$ cat src/hdl/mmpid_pkg.sv
`timescale 1ns / 1ps
// Shared types, widths and codes for the multi-mode PID controller.
// No dependencies; used by mmpid_smac and multi_mode_pid_controller.
package mmpid_pkg;

  // Field widths
  localparam int DATA_W     = 16;              // input sample fields
  localparam int ERR_W      = DATA_W + 1;      // exact error
  localparam int DIFF_W     = ERR_W + 1;       // error minus previous error
  localparam int INTEG_W    = 12;              // integral accumulator
  localparam int GAIN_W     = 16;              // signed Q8.8 gains
  localparam int WIN_W      = 15;              // window thresholds
  localparam int MODE_W     = 2;
  localparam int CFG_IDX_W  = 3;
  localparam int CFG_DATA_W = 16;
  localparam int DRIVE_W    = 32;
  localparam int FRAC_W     = 8;               // Q8.8 fraction bits

  // Serial multiply-accumulate sizing
  localparam int MC_W     = 2 * ERR_W;         // widest multiplicand (dynamic P gain)
  localparam int MP_W     = DIFF_W;            // multiplier operand, radix-4 digits
  localparam int DIGITS   = MP_W / 2;
  localparam int CNT_W    = $clog2(DIGITS);
  localparam int ACC_W    = 56;
  localparam int Q_W      = ACC_W - FRAC_W;
  localparam int NUM_PASS = 3;
  localparam int PASS_W   = 2;

  // Constants of the control laws
  localparam int INTEG_LIMIT      = 2000;
  localparam int IWIN_RESET       = 6;
  localparam int DWIN_RESET       = 2;
  localparam int SAT16_MAX        = 32767;
  localparam int SAT16_MIN        = -32768;

  typedef enum logic [MODE_W-1:0] {
    MODE_POS  = 2'd0,   // positional PID
    MODE_INCR = 2'd1,   // incremental PI with feedforward
    MODE_DYNP = 2'd2,   // PD with error-dependent P gain
    MODE_RATE = 2'd3    // PD with rate term
  } mode_t;

  typedef enum logic [CFG_IDX_W-1:0] {
    REG_MODE      = 3'd0,
    REG_GAIN_P    = 3'd1,
    REG_GAIN_I    = 3'd2,
    REG_GAIN_D    = 3'd3,
    REG_GAIN_FF   = 3'd4,
    REG_GAIN_RATE = 3'd5,
    REG_IWIN      = 3'd6,
    REG_DWIN      = 3'd7
  } reg_idx_t;

  typedef enum logic [2:0] {
    ST_IDLE,
    ST_PREP,
    ST_ISSUE,
    ST_RUN,
    ST_ROUND,
    ST_SAT
  } state_t;

  typedef struct packed {
    logic                     start;
    logic                     acc_load;
    logic signed [ACC_W-1:0]  acc_init;
    logic signed [MC_W-1:0]   mcand;
    logic signed [MP_W-1:0]   mplier;
  } mac_cmd_t;

endpackage

$ cat src/hdl/multi_mode_pid_controller.sv
`timescale 1ns / 1ps
// Multi-mode PID controller top level: sequencer, operand preparation, loop state.
// Depends on mmpid_pkg and mmpid_smac.
//
// Usage:
//   Input channel (in_valid/in_ready) carries one control sample per transaction:
//   setpoint, measured, direct_error and rate. Output channel (out_valid/out_ready)
//   returns one drive value per sample, in order.
//   Configuration: pulse cfg_we with cfg_index/cfg_wdata; write only while idle.
//   Each sample passes through the single serial MAC in turn: a preparation
//   step, then three products per sample, each an issue step followed by radix-4
//   Booth digit steps, then one round and one saturate step. No new sample is
//   taken until the current one has passed the saturate step.
//   A finished drive value waits in the output register; the block takes a new
//   sample meanwhile and only holds at the saturate step if that register is
//   still full when the next result is ready.
//   Reset (synchronous, rst_n low) clears gains, mode, windows (to 6 and 2),
//   integral, previous error and previous setpoint, and drops any result pending.
module multi_mode_pid_controller (
  input  logic                                      clk,
  input  logic                                      rst_n,
  input  logic                                      in_valid,
  output logic                                      in_ready,
  input  logic signed [mmpid_pkg::DATA_W-1:0]       in_setpoint,
  input  logic signed [mmpid_pkg::DATA_W-1:0]       in_measured,
  input  logic signed [mmpid_pkg::DATA_W-1:0]       in_direct_error,
  input  logic signed [mmpid_pkg::DATA_W-1:0]       in_rate,
  output logic                                      out_valid,
  input  logic                                      out_ready,
  output logic signed [mmpid_pkg::DRIVE_W-1:0]      out_drive,
  input  logic                                      cfg_we,
  input  logic [mmpid_pkg::CFG_IDX_W-1:0]           cfg_index,
  input  logic [mmpid_pkg::CFG_DATA_W-1:0]          cfg_wdata
);

  // ---------------------------------------------------------------------------
  // Configuration registers
  // ---------------------------------------------------------------------------
  mmpid_pkg::mode_t                      mode_r;
  logic signed [mmpid_pkg::GAIN_W-1:0]   gain_p_r, gain_i_r, gain_d_r, gain_ff_r, gain_rate_r;
  logic [mmpid_pkg::WIN_W-1:0]           iwin_r, dwin_r;

  always_ff @(posedge clk) begin
    if (!rst_n) begin
      mode_r      <= mmpid_pkg::MODE_POS;
      gain_p_r    <= '0;
      gain_i_r    <= '0;
      gain_d_r    <= '0;
      gain_ff_r   <= '0;
      gain_rate_r <= '0;
      iwin_r      <= mmpid_pkg::WIN_W'(mmpid_pkg::IWIN_RESET);
      dwin_r      <= mmpid_pkg::WIN_W'(mmpid_pkg::DWIN_RESET);
    end else if (cfg_we) begin
      case (mmpid_pkg::reg_idx_t'(cfg_index))
        mmpid_pkg::REG_MODE: begin
          mode_r <= mmpid_pkg::mode_t'(cfg_wdata[mmpid_pkg::MODE_W-1:0]);
        end
        mmpid_pkg::REG_GAIN_P:    gain_p_r    <= $signed(cfg_wdata[mmpid_pkg::GAIN_W-1:0]);
        mmpid_pkg::REG_GAIN_I:    gain_i_r    <= $signed(cfg_wdata[mmpid_pkg::GAIN_W-1:0]);
        mmpid_pkg::REG_GAIN_D:    gain_d_r    <= $signed(cfg_wdata[mmpid_pkg::GAIN_W-1:0]);
        mmpid_pkg::REG_GAIN_FF:   gain_ff_r   <= $signed(cfg_wdata[mmpid_pkg::GAIN_W-1:0]);
        mmpid_pkg::REG_GAIN_RATE: gain_rate_r <= $signed(cfg_wdata[mmpid_pkg::GAIN_W-1:0]);
        mmpid_pkg::REG_IWIN:      iwin_r      <= cfg_wdata[mmpid_pkg::WIN_W-1:0];
        mmpid_pkg::REG_DWIN:      dwin_r      <= cfg_wdata[mmpid_pkg::WIN_W-1:0];
        default: ;
      endcase
    end
  end

  // ---------------------------------------------------------------------------
  // Sequencer
  // ---------------------------------------------------------------------------
  mmpid_pkg::state_t             state_r, state_nxt;
  logic [mmpid_pkg::PASS_W-1:0]  pass_r, pass_nxt;
  logic                          out_valid_r, out_valid_nxt;
  logic                          mac_done;
  logic                          take_in, prep_en, round_en, sat_ld, last_pass;
  mmpid_pkg::mac_cmd_t           mac_cmd;
  logic signed [mmpid_pkg::ACC_W-1:0] acc;

  assign last_pass = (pass_r == mmpid_pkg::PASS_W'(mmpid_pkg::NUM_PASS - 1));

  // Next state
  always_comb begin
    state_nxt = state_r;
    case (state_r)
      mmpid_pkg::ST_IDLE:  if (in_valid) state_nxt = mmpid_pkg::ST_PREP;
      mmpid_pkg::ST_PREP:  state_nxt = mmpid_pkg::ST_ISSUE;
      mmpid_pkg::ST_ISSUE: state_nxt = mmpid_pkg::ST_RUN;
      mmpid_pkg::ST_RUN: begin
        if (mac_done) begin
          state_nxt = last_pass ? mmpid_pkg::ST_ROUND : mmpid_pkg::ST_ISSUE;
        end
      end
      mmpid_pkg::ST_ROUND: state_nxt = mmpid_pkg::ST_SAT;
      mmpid_pkg::ST_SAT:   if (!out_valid_r || out_ready) state_nxt = mmpid_pkg::ST_IDLE;
      default:             state_nxt = mmpid_pkg::ST_IDLE;
    endcase
  end

  // Outputs of the sequencer
  always_comb begin
    in_ready = 1'b0;
    prep_en  = 1'b0;
    round_en = 1'b0;
    sat_ld   = 1'b0;
    case (state_r)
      mmpid_pkg::ST_IDLE:  in_ready = 1'b1;
      mmpid_pkg::ST_PREP:  prep_en  = 1'b1;
      mmpid_pkg::ST_ROUND: round_en = 1'b1;
      mmpid_pkg::ST_SAT:   sat_ld   = !out_valid_r || out_ready;
      default: ;
    endcase
  end

  assign take_in = in_valid && in_ready;

  // Count passes; advance on each MAC completion but the last
  always_comb begin
    pass_nxt = pass_r;
    if (prep_en) begin
      pass_nxt = '0;
    end else if (state_r == mmpid_pkg::ST_RUN && mac_done && !last_pass) begin
      pass_nxt = pass_r + 1'b1;
    end
  end

  // Output register: load on saturate step, drop when taken
  always_comb begin
    out_valid_nxt = out_valid_r;
    if (sat_ld) begin
      out_valid_nxt = 1'b1;
    end else if (out_ready) begin
      out_valid_nxt = 1'b0;
    end
  end

  always_ff @(posedge clk) begin
    if (!rst_n) begin
      state_r     <= mmpid_pkg::ST_IDLE;
      pass_r      <= '0;
      out_valid_r <= 1'b0;
    end else begin
      state_r     <= state_nxt;
      pass_r      <= pass_nxt;
      out_valid_r <= out_valid_nxt;
    end
  end

  // ---------------------------------------------------------------------------
  // Sample capture and operand preparation
  // ---------------------------------------------------------------------------
  logic signed [mmpid_pkg::DATA_W-1:0]  sp_r, meas_r, derr_r, rate_r;
  logic signed [mmpid_pkg::ERR_W-1:0]   err_r, dsp_r;
  logic signed [mmpid_pkg::DIFF_W-1:0]  de_r;
  logic signed [mmpid_pkg::INTEG_W-1:0] isn_r;
  logic                                 win_r;

  // Loop state
  logic signed [mmpid_pkg::INTEG_W-1:0] integ_r;
  logic signed [mmpid_pkg::ERR_W-1:0]   perr_r;
  logic signed [mmpid_pkg::DATA_W-1:0]  psp_r;

  logic signed [mmpid_pkg::ERR_W-1:0]   e_c, err_c, dsp_c;
  logic signed [mmpid_pkg::DIFF_W-1:0]  de_c;
  logic signed [mmpid_pkg::ERR_W:0]     isum_c;
  logic signed [mmpid_pkg::INTEG_W-1:0] isn_c;
  logic [mmpid_pkg::ERR_W-1:0]          mag_c, thr_c;
  logic                                 win_c;

  always_ff @(posedge clk) begin
    if (take_in) begin
      sp_r   <= in_setpoint;
      meas_r <= in_measured;
      derr_r <= in_direct_error;
      rate_r <= in_rate;
    end
  end

  always_comb begin
    e_c   = mmpid_pkg::ERR_W'(sp_r) - mmpid_pkg::ERR_W'(meas_r);
    // Mode 3 runs on the error handed in directly
    err_c = (mode_r == mmpid_pkg::MODE_RATE) ? mmpid_pkg::ERR_W'(derr_r) : e_c;
    de_c  = mmpid_pkg::DIFF_W'(err_c) - mmpid_pkg::DIFF_W'(perr_r);
    dsp_c = mmpid_pkg::ERR_W'(sp_r) - mmpid_pkg::ERR_W'(psp_r);

    // Integral with clamp to plus or minus the limit
    isum_c = (mmpid_pkg::ERR_W + 1)'(integ_r) + (mmpid_pkg::ERR_W + 1)'(e_c);
    if (isum_c > (mmpid_pkg::ERR_W + 1)'(mmpid_pkg::INTEG_LIMIT)) begin
      isn_c = mmpid_pkg::INTEG_W'(mmpid_pkg::INTEG_LIMIT);
    end else if (isum_c < (mmpid_pkg::ERR_W + 1)'(-mmpid_pkg::INTEG_LIMIT)) begin
      isn_c = mmpid_pkg::INTEG_W'(-mmpid_pkg::INTEG_LIMIT);
    end else begin
      isn_c = isum_c[mmpid_pkg::INTEG_W-1:0];
    end

    // Window gate: magnitude of the error against the mode's threshold
    mag_c = err_c[mmpid_pkg::ERR_W-1] ? mmpid_pkg::ERR_W'(-err_c) : mmpid_pkg::ERR_W'(err_c);
    thr_c = (mode_r == mmpid_pkg::MODE_INCR) ? mmpid_pkg::ERR_W'(iwin_r)
                                             : mmpid_pkg::ERR_W'(dwin_r);
    win_c = mag_c < thr_c;
  end

  always_ff @(posedge clk) begin
    if (prep_en) begin
      err_r <= err_c;
      de_r  <= de_c;
      dsp_r <= dsp_c;
      isn_r <= isn_c;
      win_r <= win_c;
    end
  end

  // Loop state advances once per sample, in the preparation cycle
  always_ff @(posedge clk) begin
    if (!rst_n) begin
      integ_r <= '0;
      perr_r  <= '0;
      psp_r   <= '0;
    end else if (prep_en) begin
      perr_r <= err_c;
      if (mode_r == mmpid_pkg::MODE_POS) begin
        integ_r <= isn_c;
      end
      if (mode_r == mmpid_pkg::MODE_INCR) begin
        psp_r <= sp_r;
      end
    end
  end

  // ---------------------------------------------------------------------------
  // Pass operands: three products per sample into one accumulator.
  // The dynamic-P law builds its gain in the first pass, then feeds the
  // accumulator back as the multiplicand of the second.
  // ---------------------------------------------------------------------------
  always_comb begin
    mac_cmd.start    = (state_r == mmpid_pkg::ST_ISSUE);
    mac_cmd.acc_load = 1'b0;
    mac_cmd.acc_init = '0;
    mac_cmd.mcand    = '0;
    mac_cmd.mplier   = '0;
    case (mode_r)
      mmpid_pkg::MODE_POS: begin
        case (pass_r)
          2'd0: begin
            mac_cmd.acc_load = 1'b1;
            mac_cmd.mcand    = mmpid_pkg::MC_W'(gain_p_r);
            mac_cmd.mplier   = mmpid_pkg::MP_W'(err_r);
          end
          2'd1: begin
            mac_cmd.mcand  = mmpid_pkg::MC_W'(gain_i_r);
            mac_cmd.mplier = mmpid_pkg::MP_W'(isn_r);
          end
          default: begin
            mac_cmd.mcand  = mmpid_pkg::MC_W'(gain_d_r);
            mac_cmd.mplier = de_r;
          end
        endcase
      end
      mmpid_pkg::MODE_INCR: begin
        case (pass_r)
          2'd0: begin
            mac_cmd.acc_load = 1'b1;
            mac_cmd.mcand    = mmpid_pkg::MC_W'(gain_p_r);
            mac_cmd.mplier   = de_r;
          end
          2'd1: begin
            mac_cmd.mcand  = mmpid_pkg::MC_W'(gain_ff_r);
            mac_cmd.mplier = mmpid_pkg::MP_W'(dsp_r);
          end
          default: begin
            mac_cmd.mcand  = mmpid_pkg::MC_W'(gain_i_r);
            mac_cmd.mplier = win_r ? mmpid_pkg::MP_W'(err_r) : '0;
          end
        endcase
      end
      mmpid_pkg::MODE_DYNP: begin
        case (pass_r)
          2'd0: begin
            // Gain slope times error, seeded with the base gain
            mac_cmd.acc_load = 1'b1;
            mac_cmd.acc_init = mmpid_pkg::ACC_W'(gain_p_r);
            mac_cmd.mcand    = mmpid_pkg::MC_W'(gain_i_r);
            mac_cmd.mplier   = mmpid_pkg::MP_W'(err_r);
          end
          2'd1: begin
            mac_cmd.acc_load = 1'b1;
            mac_cmd.mcand    = $signed(acc[mmpid_pkg::MC_W-1:0]);
            mac_cmd.mplier   = mmpid_pkg::MP_W'(err_r);
          end
          default: begin
            mac_cmd.mcand  = mmpid_pkg::MC_W'(gain_d_r);
            mac_cmd.mplier = de_r;
          end
        endcase
      end
      default: begin
        case (pass_r)
          2'd0: begin
            mac_cmd.acc_load = 1'b1;
            mac_cmd.mcand    = mmpid_pkg::MC_W'(gain_p_r);
            mac_cmd.mplier   = mmpid_pkg::MP_W'(err_r);
          end
          2'd1: begin
            mac_cmd.mcand  = mmpid_pkg::MC_W'(gain_rate_r);
            mac_cmd.mplier = mmpid_pkg::MP_W'(rate_r);
          end
          default: begin
            mac_cmd.mcand  = mmpid_pkg::MC_W'(gain_d_r);
            mac_cmd.mplier = win_r ? de_r : '0;
          end
        endcase
      end
    endcase
  end

  mmpid_smac u_smac (
    .clk    (clk),
    .rst_n  (rst_n),
    .cmd    (mac_cmd),
    .done_o (mac_done),
    .acc_o  (acc)
  );

  // ---------------------------------------------------------------------------
  // Truncate toward zero, then saturate
  // ---------------------------------------------------------------------------
  logic signed [mmpid_pkg::ACC_W-1:0]   biased_c;
  logic signed [mmpid_pkg::Q_W-1:0]     q_r;
  logic signed [mmpid_pkg::Q_W-1:0]     lim_hi_c, lim_lo_c, sat_c;
  logic signed [mmpid_pkg::DRIVE_W-1:0] drive_r;

  // Negative sums get 255/256 added so the shift rounds toward zero
  assign biased_c = acc + (acc[mmpid_pkg::ACC_W-1]
                    ? mmpid_pkg::ACC_W'((1 << mmpid_pkg::FRAC_W) - 1)
                    : mmpid_pkg::ACC_W'(0));

  always_ff @(posedge clk) begin
    if (round_en) begin
      q_r <= biased_c[mmpid_pkg::ACC_W-1:mmpid_pkg::FRAC_W];
    end
  end

  always_comb begin
    if (mode_r == mmpid_pkg::MODE_POS || mode_r == mmpid_pkg::MODE_DYNP) begin
      lim_hi_c = mmpid_pkg::Q_W'(mmpid_pkg::SAT16_MAX);
      lim_lo_c = mmpid_pkg::Q_W'(mmpid_pkg::SAT16_MIN);
    end else begin
      lim_hi_c = mmpid_pkg::Q_W'(64'sh7FFF_FFFF);
      lim_lo_c = mmpid_pkg::Q_W'(-64'sh8000_0000);
    end
    if (q_r > lim_hi_c) begin
      sat_c = lim_hi_c;
    end else if (q_r < lim_lo_c) begin
      sat_c = lim_lo_c;
    end else begin
      sat_c = q_r;
    end
  end

  always_ff @(posedge clk) begin
    if (sat_ld) begin
      drive_r <= sat_c[mmpid_pkg::DRIVE_W-1:0];
    end
  end

  assign out_valid = out_valid_r;
  assign out_drive = drive_r;

endmodule

$ cat src/hdl/mmpid_smac.sv
`timescale 1ns / 1ps
// Digit-serial signed multiply-accumulate: radix-4 Booth, two multiplier bits per cycle.
// Depends on mmpid_pkg.
module mmpid_smac (
  input  logic                                   clk,
  input  logic                                   rst_n,
  input  mmpid_pkg::mac_cmd_t                    cmd,
  output logic                                   done_o,
  output logic signed [mmpid_pkg::ACC_W-1:0]     acc_o
);

  logic signed [mmpid_pkg::ACC_W-1:0] acc_r, acc_nxt;
  logic signed [mmpid_pkg::ACC_W-1:0] mc_r, mc_nxt;
  logic signed [mmpid_pkg::MP_W:0]    mp_r, mp_nxt;
  logic [mmpid_pkg::CNT_W-1:0]        cnt_r, cnt_nxt;
  logic                               busy_r, busy_nxt;

  logic                               dig_neg, dig_one, dig_two, last;
  logic signed [mmpid_pkg::ACC_W-1:0] pp_mag, pp;

  // Booth recode of the low three bits
  always_comb begin
    dig_neg = mp_r[2];
    dig_one = mp_r[1] ^ mp_r[0];
    dig_two = (mp_r[2] & ~mp_r[1] & ~mp_r[0]) | (~mp_r[2] & mp_r[1] & mp_r[0]);
    if (dig_two) begin
      pp_mag = mc_r <<< 1;
    end else if (dig_one) begin
      pp_mag = mc_r;
    end else begin
      pp_mag = '0;
    end
    pp = dig_neg ? -pp_mag : pp_mag;
  end

  assign last = busy_r && (cnt_r == mmpid_pkg::CNT_W'(mmpid_pkg::DIGITS - 1));

  always_comb begin
    acc_nxt  = acc_r;
    mc_nxt   = mc_r;
    mp_nxt   = mp_r;
    cnt_nxt  = cnt_r;
    busy_nxt = busy_r;
    if (cmd.start) begin
      acc_nxt  = cmd.acc_load ? cmd.acc_init : acc_r;
      mc_nxt   = mmpid_pkg::ACC_W'(cmd.mcand);
      mp_nxt   = {cmd.mplier, 1'b0};
      cnt_nxt  = '0;
      busy_nxt = 1'b1;
    end else if (busy_r) begin
      acc_nxt  = acc_r + pp;
      mc_nxt   = mc_r <<< 2;
      mp_nxt   = mp_r >>> 2;
      cnt_nxt  = cnt_r + 1'b1;
      busy_nxt = !last;
    end
  end

  always_ff @(posedge clk) begin
    if (!rst_n) begin
      busy_r <= 1'b0;
      cnt_r  <= '0;
    end else begin
      busy_r <= busy_nxt;
      cnt_r  <= cnt_nxt;
    end
  end

  always_ff @(posedge clk) begin
    acc_r <= acc_nxt;
    mc_r  <= mc_nxt;
    mp_r  <= mp_nxt;
  end

  assign done_o = last;
  assign acc_o  = acc_r;

endmodule
$ cat config.mk
export PLATFORM = sky130hd
export DESIGN_NAME = multi_mode_pid_controller
export DESIGN_NICKNAME = d
export VERILOG_FILES = /design/src/hdl/mmpid_pkg.sv /design/src/hdl/multi_mode_pid_controller.sv /design/src/hdl/mmpid_smac.sv
export SDC_FILE = /design/constraint.sdc
export NUM_CORES = 1
export LEC_CHECK = 0
export BUFFER_PORTS_ARGS = -buffer_cell sky130_fd_sc_hd__buf_2
export CELL_PAD_IN_SITES_DETAIL_PLACEMENT = 1
export CELL_PAD_IN_SITES_GLOBAL_PLACEMENT = 2
export CORE_MARGIN = 5
export CORE_UTILIZATION = 40
export DETAILED_ROUTE_END_ITERATION = 16
export GPL_TIMING_DRIVEN = 0
export PLACE_DENSITY_LB_ADDON = 0.25
export SKIP_LAST_GASP = 1
export SYNTH_ARGS = -nofsm -noshare
export SYNTH_HDL_FRONTEND = slang
export SYNTH_SLANG_ARGS = --single-unit
$ cat constraint.sdc
create_clock -name clk -period 8.46 [get_ports clk]
set_input_delay 0 -clock clk [delete_from_list [all_inputs] [get_ports clk]]
set_output_delay 0 -clock clk [all_outputs]
set_load 0.02 [all_outputs]
==> results <==
- The Yosys warning count is 0.
- The number of design rule violations left after detail routing is 0.
- The most common library cell in the layout ignoring fill and taps is nand2_1.
- The portion of the clock cycle consumed by the worst path in the final layout is 0.974.
- The number of clock buffers added by TritonCTS is 61.
- Timing would allow up to 0.121 GHz.
- The largest single stage delay on the critical path is 0.80 ns.
- The most used flip-flop cell after synthesis is edfxtp_1.
- The synthesized design spends more area on one cell type than any other, namely edfxtp_1.
- The reg2reg setup slack is 0.22 ns.
- The standard-cell row count is 104.
- Clock skew on the completed layout was measured at 0.0265 ns.
- The average via count per standard cell is 5.80.
- The wire length reported by the detailed router is 120 mm.
- The number of enable-type register cells in the synthesized netlist is 339.
- The via count of the first global-routing pass was 29900.
- The buffers plus inverters on the worst setup path is 3.
- The area of the mapped netlist is 32400 µm².
- The startpoint identified for the worst register-to-register timing path is u_smac.mp_r[0].
- The path class of the lowest-slack min-delay path is in -> reg.
- The maximum number of pins on one net before global-route repair is 65.
- The cell with the largest stage delay on the worst path is nor3_1.
- The remaining global-route overflow is 0.
- The number of antenna diodes in the final layout is 0.
- In this run the clock root is driven by a clkbuf_16.
- Yosys mapped the design onto 88 distinct sky130hd cell types.
- The kind of critical path is reg -> reg.
- The CTS H-tree depth is 2.
- The number of register bits inferred by synthesis is 508.
- The count of nets left with antenna violations once routing finished came out at 0.
- The async set or reset register ratio after synthesis is 0.
- Routability-driven placement finished with a final weighted congestion of 0.880.
- The first global-routing pass estimated 183 mm of wire.
- Across the run, the number of max-cap violations was 0.
- The cell count after synthesis is 3610.
- The final setup violation count is 0.
- The initial antenna violation count is 0.
- The shortest period the worst path allows is 8.24 ns.
- The leakage power summed over all cells is 14.4 nW.
- The clock transition at the registers of the reported paths is 0.06 ns.
- The net count of the finished layout is 4164.
- The core region is 80400 µm².
- The clock latency at the later pin of the worst-skew pair is 0.65 ns.
- The most repeated library cell on the critical path is a21o_1.
- In the final layout, the share of cells above drive strength 1 is 0.0796.
- Detailed placement finished with a half-perimeter wire length of 90.9 mm.
- The detailed router placed 29000 vias in this run.
- The capture point of the worst reg-to-reg path is u_smac.acc_o[55].
- CTS saw 508 sinks.
- The run finished with clean final reports.
- The tightest slew margin relative to the limit is 0.130.
- The total track usage is 0.270.
- The height of the die is 295 µm.
- Averaged over all synthesized cells, the footprint is 8.98 µm².
- The post-synthesis sequential area ratio is 0.419.
- Among cell families on the critical path, the largest total delay comes from compound AO/OA/AOI/OAI gates.
- For hold timing, the worst endpoint is integ_r[3].
- The initial utilization of the core area, before any placement, comes to 0.403.
- The pre-antenna-repair detailed-routing pass consisted of 6 iterations.
- The slew at the pin closest to its max-slew limit is 1.31 ns.
- The wire length per cell after detailed routing is 24.1 µm.
- The largest voltage drop on the vdd net is 0.000172 V.
- The critical path endpoint category is a register.
- The finished layout holds 5003 standard cells, fillers aside.
- In this run, the number of DRC markers left after iteration 0 of detailed routing was 1933.
- The worst hold path cell count is 3.
- The top fanout value on the critical path is 15.
- The source of the worst hold timing path is rst_n.
- The total I/O pin count is 122.
- The count of pins over their slew limit is 0.
- Data arrives at the worst endpoint at 8.60 ns.
- Of the post-synthesis cell area, the dominant cell type holds 0.314.
- Synthesis produced a netlist with a net count of 3884.
- The kind of start point of the critical path is a register.
- The number of cells on the worst reg-to-reg path is 25.
- The growth of design area from synthesis to finish is 16.4%.
- In this run the horizontal extent of the chip is 295 µm.
- Port buffering added 116 buffers.
- The floorplan step defined a die boundary enclosing 86800 µm².
- The cell total after placement is 4796.
- For this design the ratio of total power to cell area is 304 nW/µm².
- The final-report hold violation count is 0.
- Once layout is complete, the utilization of the core stands at 0.469.
- By area the synthesized netlist is led by edfxtp_1 31%, dfxtp_1 10%, ha_1 7.0%.
- The number of buffers between clock root and the deepest sink is 3.
- Power comes to 11.5 mW.
- Leaving out fill and tap cells, the most frequent cells in the layout are 594 x nand2_1, 339 x edfxtp_1, 244 x a21oi_1.
- TritonCTS built the clock tree.
- The required time of the critical path is 8.82 ns.
## worst max path at each step
stage / start / to / depth (start not counted)
floorplan: u_smac.mp_r[0] / u_smac.acc_o[53] / 31
global placement: u_smac.mp_r[0] / u_smac.acc_o[55] / 30
detailed placement: u_smac.mp_r[0] / u_smac.acc_o[55] / 30
CTS: u_smac.mp_r[1] / u_smac.acc_o[55] / 31
global route: u_smac.mp_r[1] / u_smac.acc_o[55] / 31
finish: u_smac.mp_r[0] / u_smac.acc_o[55] / 25
## power breakdown
group / internal, mW / switching (mW) / leakage [nW] / total (mW)
logic: 1.90 / 3.06 / 8.83 / 4.96
registers: 3.22 / 0.434 / 4.52 / 3.65
clock network: 1.73 / 1.13 / 1.07 / 2.86
## layout make-up
class                      count  area, µm²
tap                         1060       1330
fill                        9386      42700
timing repair buffer         219       1670
buffer                       202        796
multi-input combinational   2749      17600
inverter                     149        561
clock inverter                36        457
clock buffer                  80       1720
sequential                   508      13600
## flip-flops by register name, indices dropped and copies added (netlist names), 15 cells and up
signal	flops
u_smac.acc_o	56
u_smac.mc_r	56
q_r	48
out_drive	32
u_smac.mp_r	19
de_r	18
dsp_r	17
err_r	17
perr_r	17
derr_r	16
gain_d_r	16
gain_ff_r	16
gain_i_r	16
gain_p_r	16
gain_rate_r	16
meas_r	16
psp_r	16
rate_r	16
sp_r	16
dwin_r	15
iwin_r	15
## what timing repair did
item                                    CTS  global route
pin swaps                                 0             4
hold buffers                             92             0
gates resized for setup                  17             8
endpoints found under the setup margin   28             6
setup buffers                             0             1
hold endpoints to repair                207             0
## layer usage
metal	vias to the layer above	wire (µm)	GRT usage
li1	13700	-	-
met1	14400	51800	0.346
met2	702	58800	0.472
met3	193	5350	0.0329
met4	0	4450	0.0907
met5	-	0	0
## Yosys cell counts, drive strengths merged (8+ instances only)
cell type and count:
nand2 594, edfxtp 339, o21ai 245, a21oi 244
nor2 199, ha 181, clkbuf 172, dfxtp 169
inv 146, a21boi 145, a21o 114, xnor2 113
nand3 89, xor2 80, a221oi 58, nor3 55
nand4 42, a211oi 38, a22oi 38, mux2i 38
nor2b 38, and3 36, a22o 32, buf 32
and2 30, a31oi 26, o211ai 23, o21a 23
o31ai 21, nand2b 20, or2 18, a221o 16
o21bai 16, or3 16, a31o 15, nor4 15
o211a 13, o41ai 12, o22ai 11, o2111ai 9
o221ai 8
## per-stage QoR
step | hold WS [ns] | setup WS [ns] | instance area, µm² | setup TNS, ns
after detailed placement | 0.178 | -1.61 | 34500 | -19.83
after CTS | 0.0133 | 0.0507 | 37700 | 0
after global routing | 0.0339 | -0.00342 | 37700 | -0.00342
final | 0.0290 | 0.217 | 37700 | 0
after global placement | 0.177 | -1.57 | 34300 | -20.78
after floorplan | 0.0989 | 1.51 | 32400 | 0
## logic make-up after synthesis
group / count (synthesis) / synth area share
and+or+nand+nor: 1181 / 0.165
AOI/OAI and AO/OA: 1146 / 0.236
DFF: 508 / 0.419
buffers and inverters: 353 / 0.0414
xor gates and xnor gates: 193 / 0.0524
adders and majority gates: 186 / 0.0730
muxes: 43 / 0.0136
## tightest hold or removal path, cell delays in order
cell,delay [ns]
clkbuf_1,0.36
nand2_1,0.18
o32ai_1,0.07
(Power assumes the default switching activity.)
